File: src/rtl/lse_pkg.sv
// shared types and constants for the lsb stego extractor
`timescale 1ns / 1ps

package lse_pkg;

    localparam int unsigned BYTE_BITS = 8;
    localparam int unsigned WORD_BITS = 32;
    localparam int unsigned CFG_INDEX_W = 2;

    localparam logic [7:0] HEADER_BYTES_RST = 8'd54;
    localparam logic [7:0] MAGIC_FIRST_RST  = 8'd35;
    localparam logic [7:0] MAGIC_SECOND_RST = 8'd42;

    localparam logic [CFG_INDEX_W-1:0] CFG_HEADER_BYTES = 2'd0;
    localparam logic [CFG_INDEX_W-1:0] CFG_MAGIC_FIRST  = 2'd1;
    localparam logic [CFG_INDEX_W-1:0] CFG_MAGIC_SECOND = 2'd2;

    localparam logic [1:0] KIND_EXT    = 2'd0;
    localparam logic [1:0] KIND_PAY    = 2'd1;
    localparam logic [1:0] KIND_BADMAG = 2'd2;
    localparam logic [1:0] KIND_EMPTY  = 2'd3;

    typedef struct packed {
        logic [7:0] header_bytes;
        logic [7:0] magic_first;
        logic [7:0] magic_second;
    } lse_cfg_t;

    typedef struct packed {
        logic [7:0] out_byte;
        logic [1:0] out_kind;
        logic       payload_last;
    } lse_res_t;

endpackage

File: src/rtl/lse_step.sv
// extraction state and per-item decode logic
`timescale 1ns / 1ps

module lse_step (
    input  logic              aclk,
    input  logic              aresetn,
    input  lse_pkg::lse_cfg_t cfg,
    input  logic              en,
    input  logic [7:0]        image_byte,
    input  logic              image_start,
    output logic              res_valid,
    output lse_pkg::lse_res_t res
);
    import lse_pkg::*;

    typedef enum logic [2:0] {
        PH_HEADER  = 3'd0,
        PH_MAGIC   = 3'd1,
        PH_EXT_LEN = 3'd2,
        PH_EXT     = 3'd3,
        PH_PAY_LEN = 3'd4,
        PH_PAY     = 3'd5,
        PH_DONE    = 3'd6
    } phase_t;

    phase_t      phase_reg, phase_next;
    logic [7:0]  header_count_reg, header_count_next;
    logic [4:0]  bit_count_reg, bit_count_next;
    logic [31:0] bit_gather_reg, bit_gather_next;
    logic [31:0] length_left_reg, length_left_next;
    logic        magic_index_reg, magic_index_next;

    logic [31:0] gathered;
    logic [31:0] clean_len;
    logic [31:0] len_dec;
    logic [4:0]  need_m1;
    logic [4:0]  bit_count_adv;
    logic        done;
    logic [7:0]  magic_exp;
    logic        hit;

    always_comb begin
        phase_next        = image_start ? PH_HEADER : phase_reg;
        header_count_next = image_start ? 8'd0 : header_count_reg;
        bit_count_next    = image_start ? 5'd0 : bit_count_reg;
        bit_gather_next   = image_start ? 32'd0 : bit_gather_reg;
        length_left_next  = image_start ? 32'd0 : length_left_reg;
        magic_index_next  = image_start ? 1'b0 : magic_index_reg;
        hit = 1'b0;
        res = '0;

        if (phase_next == PH_HEADER) begin
            if (header_count_next < cfg.header_bytes) begin
                header_count_next = header_count_next + 8'd1;
            end else begin
                phase_next      = PH_MAGIC;
                bit_count_next  = 5'd0;
                bit_gather_next = 32'd0;
            end
        end

        need_m1 = (phase_next == PH_EXT_LEN || phase_next == PH_PAY_LEN) ?
                  5'(WORD_BITS - 1) : 5'(BYTE_BITS - 1);
        gathered      = bit_gather_next | (32'(image_byte[0]) << bit_count_next);
        done          = bit_count_next >= need_m1;
        bit_count_adv = done ? 5'd0 : bit_count_next + 5'd1;
        clean_len     = gathered[31] ? 32'd0 : gathered;
        len_dec       = length_left_next - 32'd1;
        magic_exp     = magic_index_next ? cfg.magic_second : cfg.magic_first;

        unique case (phase_next)
            PH_HEADER: begin
            end
            PH_MAGIC: begin
                bit_count_next  = bit_count_adv;
                bit_gather_next = done ? 32'd0 : gathered;
                if (done) begin
                    if (gathered[7:0] != magic_exp) begin
                        phase_next   = PH_DONE;
                        hit          = 1'b1;
                        res.out_kind = KIND_BADMAG;
                    end else if (magic_index_next) begin
                        magic_index_next = 1'b0;
                        phase_next       = PH_EXT_LEN;
                    end else begin
                        magic_index_next = 1'b1;
                    end
                end
            end
            PH_EXT_LEN: begin
                bit_count_next  = bit_count_adv;
                bit_gather_next = done ? 32'd0 : gathered;
                if (done) begin
                    length_left_next = clean_len;
                    phase_next = (clean_len != 32'd0) ? PH_EXT : PH_PAY_LEN;
                end
            end
            PH_EXT: begin
                bit_count_next  = bit_count_adv;
                bit_gather_next = done ? 32'd0 : gathered;
                if (done) begin
                    length_left_next = len_dec;
                    if (len_dec == 32'd0) begin
                        phase_next = PH_PAY_LEN;
                    end
                    hit          = 1'b1;
                    res.out_byte = gathered[7:0];
                    res.out_kind = KIND_EXT;
                end
            end
            PH_PAY_LEN: begin
                bit_count_next  = bit_count_adv;
                bit_gather_next = done ? 32'd0 : gathered;
                if (done) begin
                    length_left_next = clean_len;
                    if (clean_len == 32'd0) begin
                        phase_next   = PH_DONE;
                        hit          = 1'b1;
                        res.out_kind = KIND_EMPTY;
                    end else begin
                        phase_next = PH_PAY;
                    end
                end
            end
            PH_PAY: begin
                bit_count_next  = bit_count_adv;
                bit_gather_next = done ? 32'd0 : gathered;
                if (done) begin
                    length_left_next = len_dec;
                    if (len_dec == 32'd0) begin
                        phase_next       = PH_DONE;
                        res.payload_last = 1'b1;
                    end
                    hit          = 1'b1;
                    res.out_byte = gathered[7:0];
                    res.out_kind = KIND_PAY;
                end
            end
            default: begin
            end
        endcase

        res_valid = en && hit;
    end

    always_ff @(posedge aclk) begin
        if (!aresetn) begin
            phase_reg        <= PH_HEADER;
            header_count_reg <= 8'd0;
            bit_count_reg    <= 5'd0;
            bit_gather_reg   <= 32'd0;
            length_left_reg  <= 32'd0;
            magic_index_reg  <= 1'b0;
        end else if (en) begin
            phase_reg        <= phase_next;
            header_count_reg <= header_count_next;
            bit_count_reg    <= bit_count_next;
            bit_gather_reg   <= bit_gather_next;
            length_left_reg  <= length_left_next;
            magic_index_reg  <= magic_index_next;
        end
    end

    a_last_only_payload: assert property (@(posedge aclk) disable iff (!aresetn)
        res_valid && res.payload_last |-> res.out_kind == KIND_PAY)
        else $error("last flag on a non-payload result");

    a_status_zero_byte: assert property (@(posedge aclk) disable iff (!aresetn)
        res_valid && (res.out_kind == KIND_BADMAG || res.out_kind == KIND_EMPTY)
        |-> res.out_byte == 8'd0)
        else $error("status result carries a data byte");

    a_done_silent: assert property (@(posedge aclk) disable iff (!aresetn)
        en && !image_start && phase_reg == PH_DONE |-> !res_valid)
        else $error("result after extraction finished");

endmodule

File: src/rtl/lse_out_buf.sv
// two-entry result register with skid slot
`timescale 1ns / 1ps

module lse_out_buf (
    input  logic              aclk,
    input  logic              aresetn,
    input  logic              push,
    input  lse_pkg::lse_res_t push_res,
    output logic              full,
    output logic              out_valid,
    output lse_pkg::lse_res_t out_res,
    input  logic              out_ready
);
    import lse_pkg::*;

    lse_res_t   head_reg, head_next;
    lse_res_t   tail_reg, tail_next;
    logic [1:0] cnt_reg, cnt_next;
    logic       pop;

    assign out_valid = cnt_reg != 2'd0;
    assign out_res   = head_reg;
    assign full      = cnt_reg == 2'd2;
    assign pop       = out_valid && out_ready;

    always_comb begin
        head_next = head_reg;
        tail_next = tail_reg;
        cnt_next  = cnt_reg + {1'b0, push} - {1'b0, pop};
        case (cnt_reg)
            2'd0: begin
                if (push) head_next = push_res;
            end
            2'd1: begin
                if (push && pop) head_next = push_res;
                else if (push) tail_next = push_res;
            end
            default: begin
                if (pop) head_next = tail_reg;
                if (push) tail_next = push_res;
            end
        endcase
    end

    always_ff @(posedge aclk) begin
        if (!aresetn) begin
            cnt_reg <= 2'd0;
        end else begin
            cnt_reg <= cnt_next;
        end
        head_reg <= head_next;
        tail_reg <= tail_next;
    end

    a_no_overflow: assert property (@(posedge aclk) disable iff (!aresetn)
        push && cnt_reg == 2'd2 |-> pop)
        else $error("result pushed into a full buffer");

    a_count_range: assert property (@(posedge aclk) disable iff (!aresetn)
        cnt_reg != 2'd3)
        else $error("result buffer count out of range");

endmodule

File: src/rtl/lsb_stego_extractor_core.sv
// top level of the lsb stego extractor
`timescale 1ns / 1ps

// Takes one carrier image byte per item and recovers the hidden stream from
// bit 0 of each byte after the configured header: two magic bytes, the
// extension length and characters, the payload length and the payload bytes.
// One item is accepted every cycle while s_tready is high; a result becomes
// valid once its item has passed the input register and then the result
// buffer. s_tready drops only while both result slots hold results the sink
// has not taken and the input register holds an item. Each item is decoded
// by the combinational state update in lse_step, which bounds the rate at
// one item per clock. Setting image_start restarts extraction with that
// byte; configuration writes are taken every cycle.

module lsb_stego_extractor_core (
    input  logic                               aclk,
    input  logic                               aresetn,
    input  logic                               s_tvalid,
    output logic                               s_tready,
    input  logic [7:0]                         s_tdata,   // image_byte
    input  logic [0:0]                         s_tuser,   // image_start
    output logic                               m_tvalid,
    input  logic                               m_tready,
    output logic [7:0]                         m_tdata,   // out_byte
    output logic [1:0]                         m_tuser,   // out_kind
    output logic                               m_tlast,
    input  logic                               cfg_valid,
    output logic                               cfg_ready,
    input  logic [lse_pkg::CFG_INDEX_W-1:0]    cfg_index,
    input  logic [7:0]                         cfg_data
);
    import lse_pkg::*;

    lse_cfg_t   cfg_reg;
    logic       in_valid_reg;
    logic [7:0] in_byte_reg;
    logic       in_start_reg;
    logic       full;
    logic       advance;
    logic       res_valid;
    lse_res_t   res;
    lse_res_t   out_res;

    assign cfg_ready = 1'b1;
    assign advance   = in_valid_reg && !full;
    assign s_tready  = !in_valid_reg || !full;

    always_ff @(posedge aclk) begin
        if (!aresetn) begin
            cfg_reg.header_bytes <= HEADER_BYTES_RST;
            cfg_reg.magic_first  <= MAGIC_FIRST_RST;
            cfg_reg.magic_second <= MAGIC_SECOND_RST;
        end else if (cfg_valid) begin
            unique case (cfg_index)
                CFG_HEADER_BYTES: cfg_reg.header_bytes <= cfg_data;
                CFG_MAGIC_FIRST:  cfg_reg.magic_first  <= cfg_data;
                CFG_MAGIC_SECOND: cfg_reg.magic_second <= cfg_data;
                default: begin
                end
            endcase
        end
    end

    always_ff @(posedge aclk) begin
        if (!aresetn) begin
            in_valid_reg <= 1'b0;
        end else if (s_tready) begin
            in_valid_reg <= s_tvalid;
        end
        if (s_tvalid && s_tready) begin
            in_byte_reg  <= s_tdata;
            in_start_reg <= s_tuser[0];
        end
    end

    lse_step u_step (
        .aclk        (aclk),
        .aresetn     (aresetn),
        .cfg         (cfg_reg),
        .en          (advance),
        .image_byte  (in_byte_reg),
        .image_start (in_start_reg),
        .res_valid   (res_valid),
        .res         (res)
    );

    lse_out_buf u_out_buf (
        .aclk      (aclk),
        .aresetn   (aresetn),
        .push      (res_valid),
        .push_res  (res),
        .full      (full),
        .out_valid (m_tvalid),
        .out_res   (out_res),
        .out_ready (m_tready)
    );

    assign m_tdata = out_res.out_byte;
    assign m_tuser = out_res.out_kind;
    assign m_tlast = out_res.payload_last;

endmodule
File: config.mk
export PLATFORM = sky130hd
export DESIGN_NAME = lsb_stego_extractor_core
export DESIGN_NICKNAME = d
export VERILOG_FILES = /design/src/rtl/lse_pkg.sv /design/src/rtl/lse_step.sv /design/src/rtl/lse_out_buf.sv /design/src/rtl/lsb_stego_extractor_core.sv
export SDC_FILE = /design/constraint.sdc
export NUM_CORES = 1
export LEC_CHECK = 0
export ABC_AREA = 0
export BUFFER_PORTS_ARGS = -buffer_cell sky130_fd_sc_hd__buf_2
export CAP_MARGIN = 40
export CORE_AREA = 2 2 129 131
export DETAILED_ROUTE_END_ITERATION = 6
export DIE_AREA = 0 0 131 133
export PLACE_DENSITY = 0.72
export SYNTH_ARGS = -nofsm -noshare
export SYNTH_HDL_FRONTEND = slang
export SYNTH_HIERARCHICAL = 1
export SYNTH_SLANG_ARGS = --single-unit
File: constraint.sdc
create_clock -name aclk -period 8.5 [get_ports aclk]
set_clock_uncertainty 0.2 [all_clocks]
set_input_delay 1.7 -clock aclk [delete_from_list [all_inputs] [get_ports aclk]]
set_output_delay 1.7 -clock aclk [all_outputs]
set_load 0.02 [all_outputs]
* After elaboration in Yosys (flattened, before gate mapping)
Cells that the tools add are included.
** Word-level totals
- Bits in registers :: 132
- Input port bits :: 24
- Output and inout port bits :: 14
- Logic and storage cells :: 130
** Cells by class
- $add $sub $neg :: 5
- $lt $le $gt $ge :: 2
- Eq/ne operators :: 13
- Shift-type cells :: 1
- Mux-type cells :: 63
- Bitwise logic cells :: 2
- Reduce and logical (&&, ||, !) cells :: 25
** Operators with widths (count)
- $mux W32 :: 8
- $mux W11 :: 6
- $logic_not A32 Y1 :: 2
- $pmux W32 S2 :: 1
- $pmux W11 S2 :: 2
- $mux W3 :: 13
- $mux W8 :: 4
- $or A32 B32 Y32 :: 1
- $reduce_bool A32 Y1 :: 1
- $shl A1 B5 Y32 :: 1
- $sub A32 B1 Y32 const B :: 1
- $mux W31 :: 1
- $mux W5 :: 6
- $pmux W8 S2 :: 1
- $pmux W3 S5 :: 1
- $mux W1 :: 12
- $mux W10 :: 1
- $mux W2 :: 5
- $add A8 B1 Y8 const B :: 1
- $lt A8 B8 Y1 :: 1
- $ne A8 B8 Y1 :: 1
- $pmux W2 S4 :: 1
- $reduce_and A2 Y1 :: 4
- $eq A3 B2 Y1 const B :: 2
- other kinds (22) :: 34

* Longest topological paths before layout
- Depth after elaboration :: 15
- Depth in mapped cells :: 28
- Mapped depth without buffers :: 18

* Modules after synthesis
Netlist, hierarchy kept.
** Modules (own cells, without submodules)
- lse_step :: instances 1, cells an instance 894, area an instance 6421.2 sq um, seq. area each 1621.6 sq um
- lsb_stego_extractor_core :: instances 1, cells an instance 114, area an instance 1307.5 sq um, seq. area each 770.7 sq um
- lse_out_buf :: instances 1, cells an instance 52, area an instance 955.9 sq um, seq. area each 700.7 sq um

* Least setup slack after synthesis
Ideal clock, no wire load.
- Path kind :: register to register
- Start point :: register in_start_reg
- End point :: register u_out_buf.head_reg (netlist bit u_out_buf/out_res[0]) (enable)
- Library setup time :: 382 ps
- Arrival :: 6106 ps
- Required time :: 7918 ps
- Path slack :: 1812 ps
- Stages on the path, launching flop included :: 27
- Path buffers :: 10
- Clock period less this slack :: 6688 ps
- Cell sequence :: edfxtp_1 > clkbuf_1 > clkbuf_1 > clkbuf_1 > clkbuf_1 > buf_1 > buf_2 > buf_2 > nor2b_1 > ha_1 > nand2_1 > o21ai_0 > o22ai_1 > o21ai_0 > clkbuf_1 > clkbuf_1 > nor2_1 > ha_1 > nand2_1 > nor3_1 > o21ai_1 > and2_1 > clkbuf_1 > o32ai_1 > o221a_2 > nor2_1 > a21oi_1
** Between the ends
- Cells in the longest elaborated chain, start to end :: 15
- Elaborated cells on any way between the ends :: 39
- Those cells by class :: order compare (2); eq/ne (8); shift (1); mux (20); bitwise (1); reduce/logical (7)
** RTL lines
- from (decl) :: RTL line lsb_stego_extractor_core.sv:37 : logic in_start_reg;
- from (signal assigned) :: RTL line lsb_stego_extractor_core.sv:72 : in_start_reg <= s_tuser[0];
- branches (longest 10 deep; another with $lt A8 B8 Y1)
- $pmux W1 S3 (*) :: RTL line lse_step.sv:71 : unique case (phase_next)
- $logic_and A1 B1 Y1 (*) :: RTL line lse_step.sv:143 : res_valid = en && hit;
- via res_valid :: RTL line lsb_stego_extractor_core.sv:40 : logic res_valid;
- $logic_and A1 B1 Y1 :: RTL line lse_out_buf.sv:35 : if (push && pop) head_next = push_res;
- $ne A2 B1 Y1 (no source line)
- $reduce_and A3 Y1 (no source line) (*)
- to (signal assigned) :: RTL line lse_out_buf.sv:51 : head_reg <= head_next;
- to (decl) :: RTL line lse_out_buf.sv:16 : lse_res_t head_reg, head_next;
Mark *: on every way through the listed nets, which the timed path passes.
A chain may end at the register's enable or synchronous reset.

* Final worst setup path
- Start point :: register in_start_reg
- End point :: register u_out_buf/tail_reg[3] (netlist name) (enable)
** Between the ends
- Cells in the longest elaborated chain, start to end :: 15
- Elaborated cells on any way between the ends :: 38
- Those cells by class :: order compare (2); eq/ne (7); shift (1); mux (20); bitwise (1); reduce/logical (7)
** RTL lines
- branches (longest 10 deep; another with $lt A8 B8 Y1)
- $pmux W1 S3 (*) :: RTL line lse_step.sv:71
- $logic_and A1 B1 Y1 (*) :: RTL line lse_step.sv:143
- via res_valid :: RTL line lsb_stego_extractor_core.sv:40
- $logic_and A1 B1 Y1 (*) :: RTL line lse_out_buf.sv:35
- $ne A2 B2 Y1 (no source line) (*)
- $reduce_and A2 Y1 (no source line) (*)
- to (signal assigned) :: RTL line lse_out_buf.sv:52 : tail_reg <= tail_next;
- to (decl) :: RTL line lse_out_buf.sv:17 : lse_res_t tail_reg, tail_next;
Marks and branches as above.

==> impl_metrics.tcl <==
set metrics [dict create \
    power.density_mw_per_mm2 171 \
    slew_headroom_pct 28.5 \
    endpoint_kind "flop" \
    final_cell_count_no_fill 1274 \
    drt-pass1-iter-count 7 \
    clk_latency_ns 0.42 \
    clock_sinks 132 \
    cts_tree "built" \
    timing.rr.start "in_start_reg$_DFFE_PP_" \
    drc_errors 0 \
    antenna_found_initial 0 \
    seq_area_mm2 0.00288 \
    grt-ovfl-total 0 \
    die_h_um 133 \
    min_from "cfg_reg[19]$_SDFFE_PN0P_" \
    required_ns 8.36 \
    cts_buffer_depth 2 \
    synth_warnings 6 \
    avgRoutedWirePerCell_um 20.2 \
    cts_resized 0 \
    drtIter0Drc 1432 \
    grt_pass1_vias 7572 \
    cts_hold_buf 0 \
    num_rows 47 \
    multi_input_area_mm2 0.00514 \
    status "finished, final reports clean" \
    routed_wl_mm 25.7 \
    layout_setup_ws_ns 2.69 \
    grt_max_degree 78 \
    synthCells 1053 \
    fmax_mhz 172 \
    peakVddDrop_uv 138 \
    grt_util_all_layers_pct 29.9 \
    crit_start "in_start_reg$_DFFE_PP_" \
    grt_pass1_wl_mm 40.7 \
    hold_path_class "flop to flop" \
    antenna_left 0 \
    rr_worst_depth 18 \
    place_inst 1241 \
    start_util_pct 52.4 \
    setup_viol 0 \
    slew_violations 0 \
    grt_setup_unrepaired "false" \
    r2r_end "u_out_buf/tail_reg[3]$_DFFE_PP_" \
    min_period_ns 5.81 \
    period_share_pct 68.3 \
    area_delta_synth_final_pct 9.94 \
    port_buffers 29 \
    avgSynthCellArea_um2 8.05 \
    syn_area_mm2 0.00847 \
    ios 38 \
    hold_violations 0 \
    cts_setup_buffers 0 \
    htreeDepth 4 \
    core_region_area_mm2 0.0162 \
    crit_type "flop to flop" \
    path_max_fanout 34 \
    cp-start-kind "flop" \
    reg2reg_slack_ns 2.69 \
    n_fill_cell 1477 \
    dp_slack_ns 2.84 \
    post_route_cells_drive_above_1_share_pct 11.0 \
    cts_buffers 17 \
    worst_pin_slew_ns 1.07 \
    finalNetCount 1078 \
    synth_nets 1091 \
    cap_violations 0 \
    via_count 8387 \
    die_x_um 131 \
    via_per_inst 6.58 \
    setup_tns_ns 0 \
    clockRootBuffer "clkbuf_16" \
    place.gp.congestion 0.969 \
    die_area_mm2 0.0174 \
    whs_ns 0.257 \
    cp.arrival_ns 5.66 \
    power_leakage_nw 3.54 \
    clk_pin_slew_ns 0.06 \
    dpl.hpwl_mm 17.7 \
    crit_path_end "u_out_buf/tail_reg[3]$_DFFE_PP_" \
]
## power by group
group / total [mW] / leakage [nW] / internal [mW] / switching (mW)
clock network: 0.724 / 0.273 / 0.440 / 0.284
logic: 0.199 / 2.14 / 0.0669 / 0.132
registers: 0.667 / 1.12 / 0.651 / 0.0160
total: 1.59 / 3.54 / 1.16 / 0.432
## metrics by stage
step / util [%] / cell area, µm² / power (mW)
final: 57.6 / 9320 / 1.59
after global routing: 57.6 / 9310 / 1.64
after CTS: 57.6 / 9310 / 1.59
after detailed placement: 54.0 / 8730 / 0.874
after global placement: 53.5 / 8640 / 0.869
after floorplan: - / 8470 / 0.821
## layout by cell type, fill, tap and decap left out, types with 13 or more instances in the layout
| cell type | n |
|---|---|
| mux2_2 | 13 |
| nor4_1 | 21 |
| xor2_1 | 16 |
| ha_1 | 14 |
| o22ai_1 | 22 |
| buf_4 | 16 |
| and2_1 | 14 |
| nor2_1 | 145 |
| a31oi_1 | 14 |
| nor3_1 | 36 |
| o21ai_0 | 38 |
| inv_1 | 27 |
| mux2i_1 | 30 |
| nand2_1 | 78 |
| nor2b_1 | 33 |
| clkbuf_16 | 17 |
| a21oi_1 | 53 |
| buf_2 | 31 |
| dfxtp_1 | 108 |
| nand4_1 | 13 |
| edfxtp_1 | 24 |
| a22oi_1 | 41 |
| a32oi_1 | 27 |
## layer usage
layer  GRT usage [%]  wire [µm]  vias up
li1                -          -     3918
met1            41.9      10700     3923
met2            44.3      11400      460
met3            6.19       2630       86
met4            13.5       1020        0
met5               0          0        -
## critical path: stages, from the launching register on
cell	delay, ns
edfxtp_1	0.44
buf_4	0.41
nor2b_1	0.13
ha_1	0.21
nand2b_1	0.14
o22ai_1	0.18
o211ai_1	0.27
a21oi_1	0.62
buf_4	0.32
and2_1	0.17
ha_1	0.20
a21oi_1	0.07
nor3_1	0.20
o21ai_1	0.20
nand2_1	0.48
nand2_1	0.15
o32ai_1	0.28
o221a_2	0.32
o21a_1	0.45
## worst min path at each step
| stage | end | cells past startpoint |
|---|---|---|
| global route | cfg_reg[4]$_SDFFE_PN0P_ | 2 |
| detailed placement | cfg_reg[2]$_SDFFE_PN0P_ | 2 |
| CTS | cfg_reg[2]$_SDFFE_PN0P_ | 2 |
| finish | cfg_reg[19]$_SDFFE_PN0P_ | 2 |
| global placement | cfg_reg[0]$_SDFFE_PN0P_ | 2 |
| floorplan | cfg_reg[10]$_SDFFE_PN0P_ | 2 |
## final cells by class
cell class	count	share of cell area, %
inverter	28	1.13
timing repair buffer	50	3.57
tap	220	2.95
antenna	1	0.0269
clock buffer	20	4.79
sequential	132	30.9
clock inverter	12	1.42
multi-input combinational	811	55.2
(Power assumes the default switching activity.)
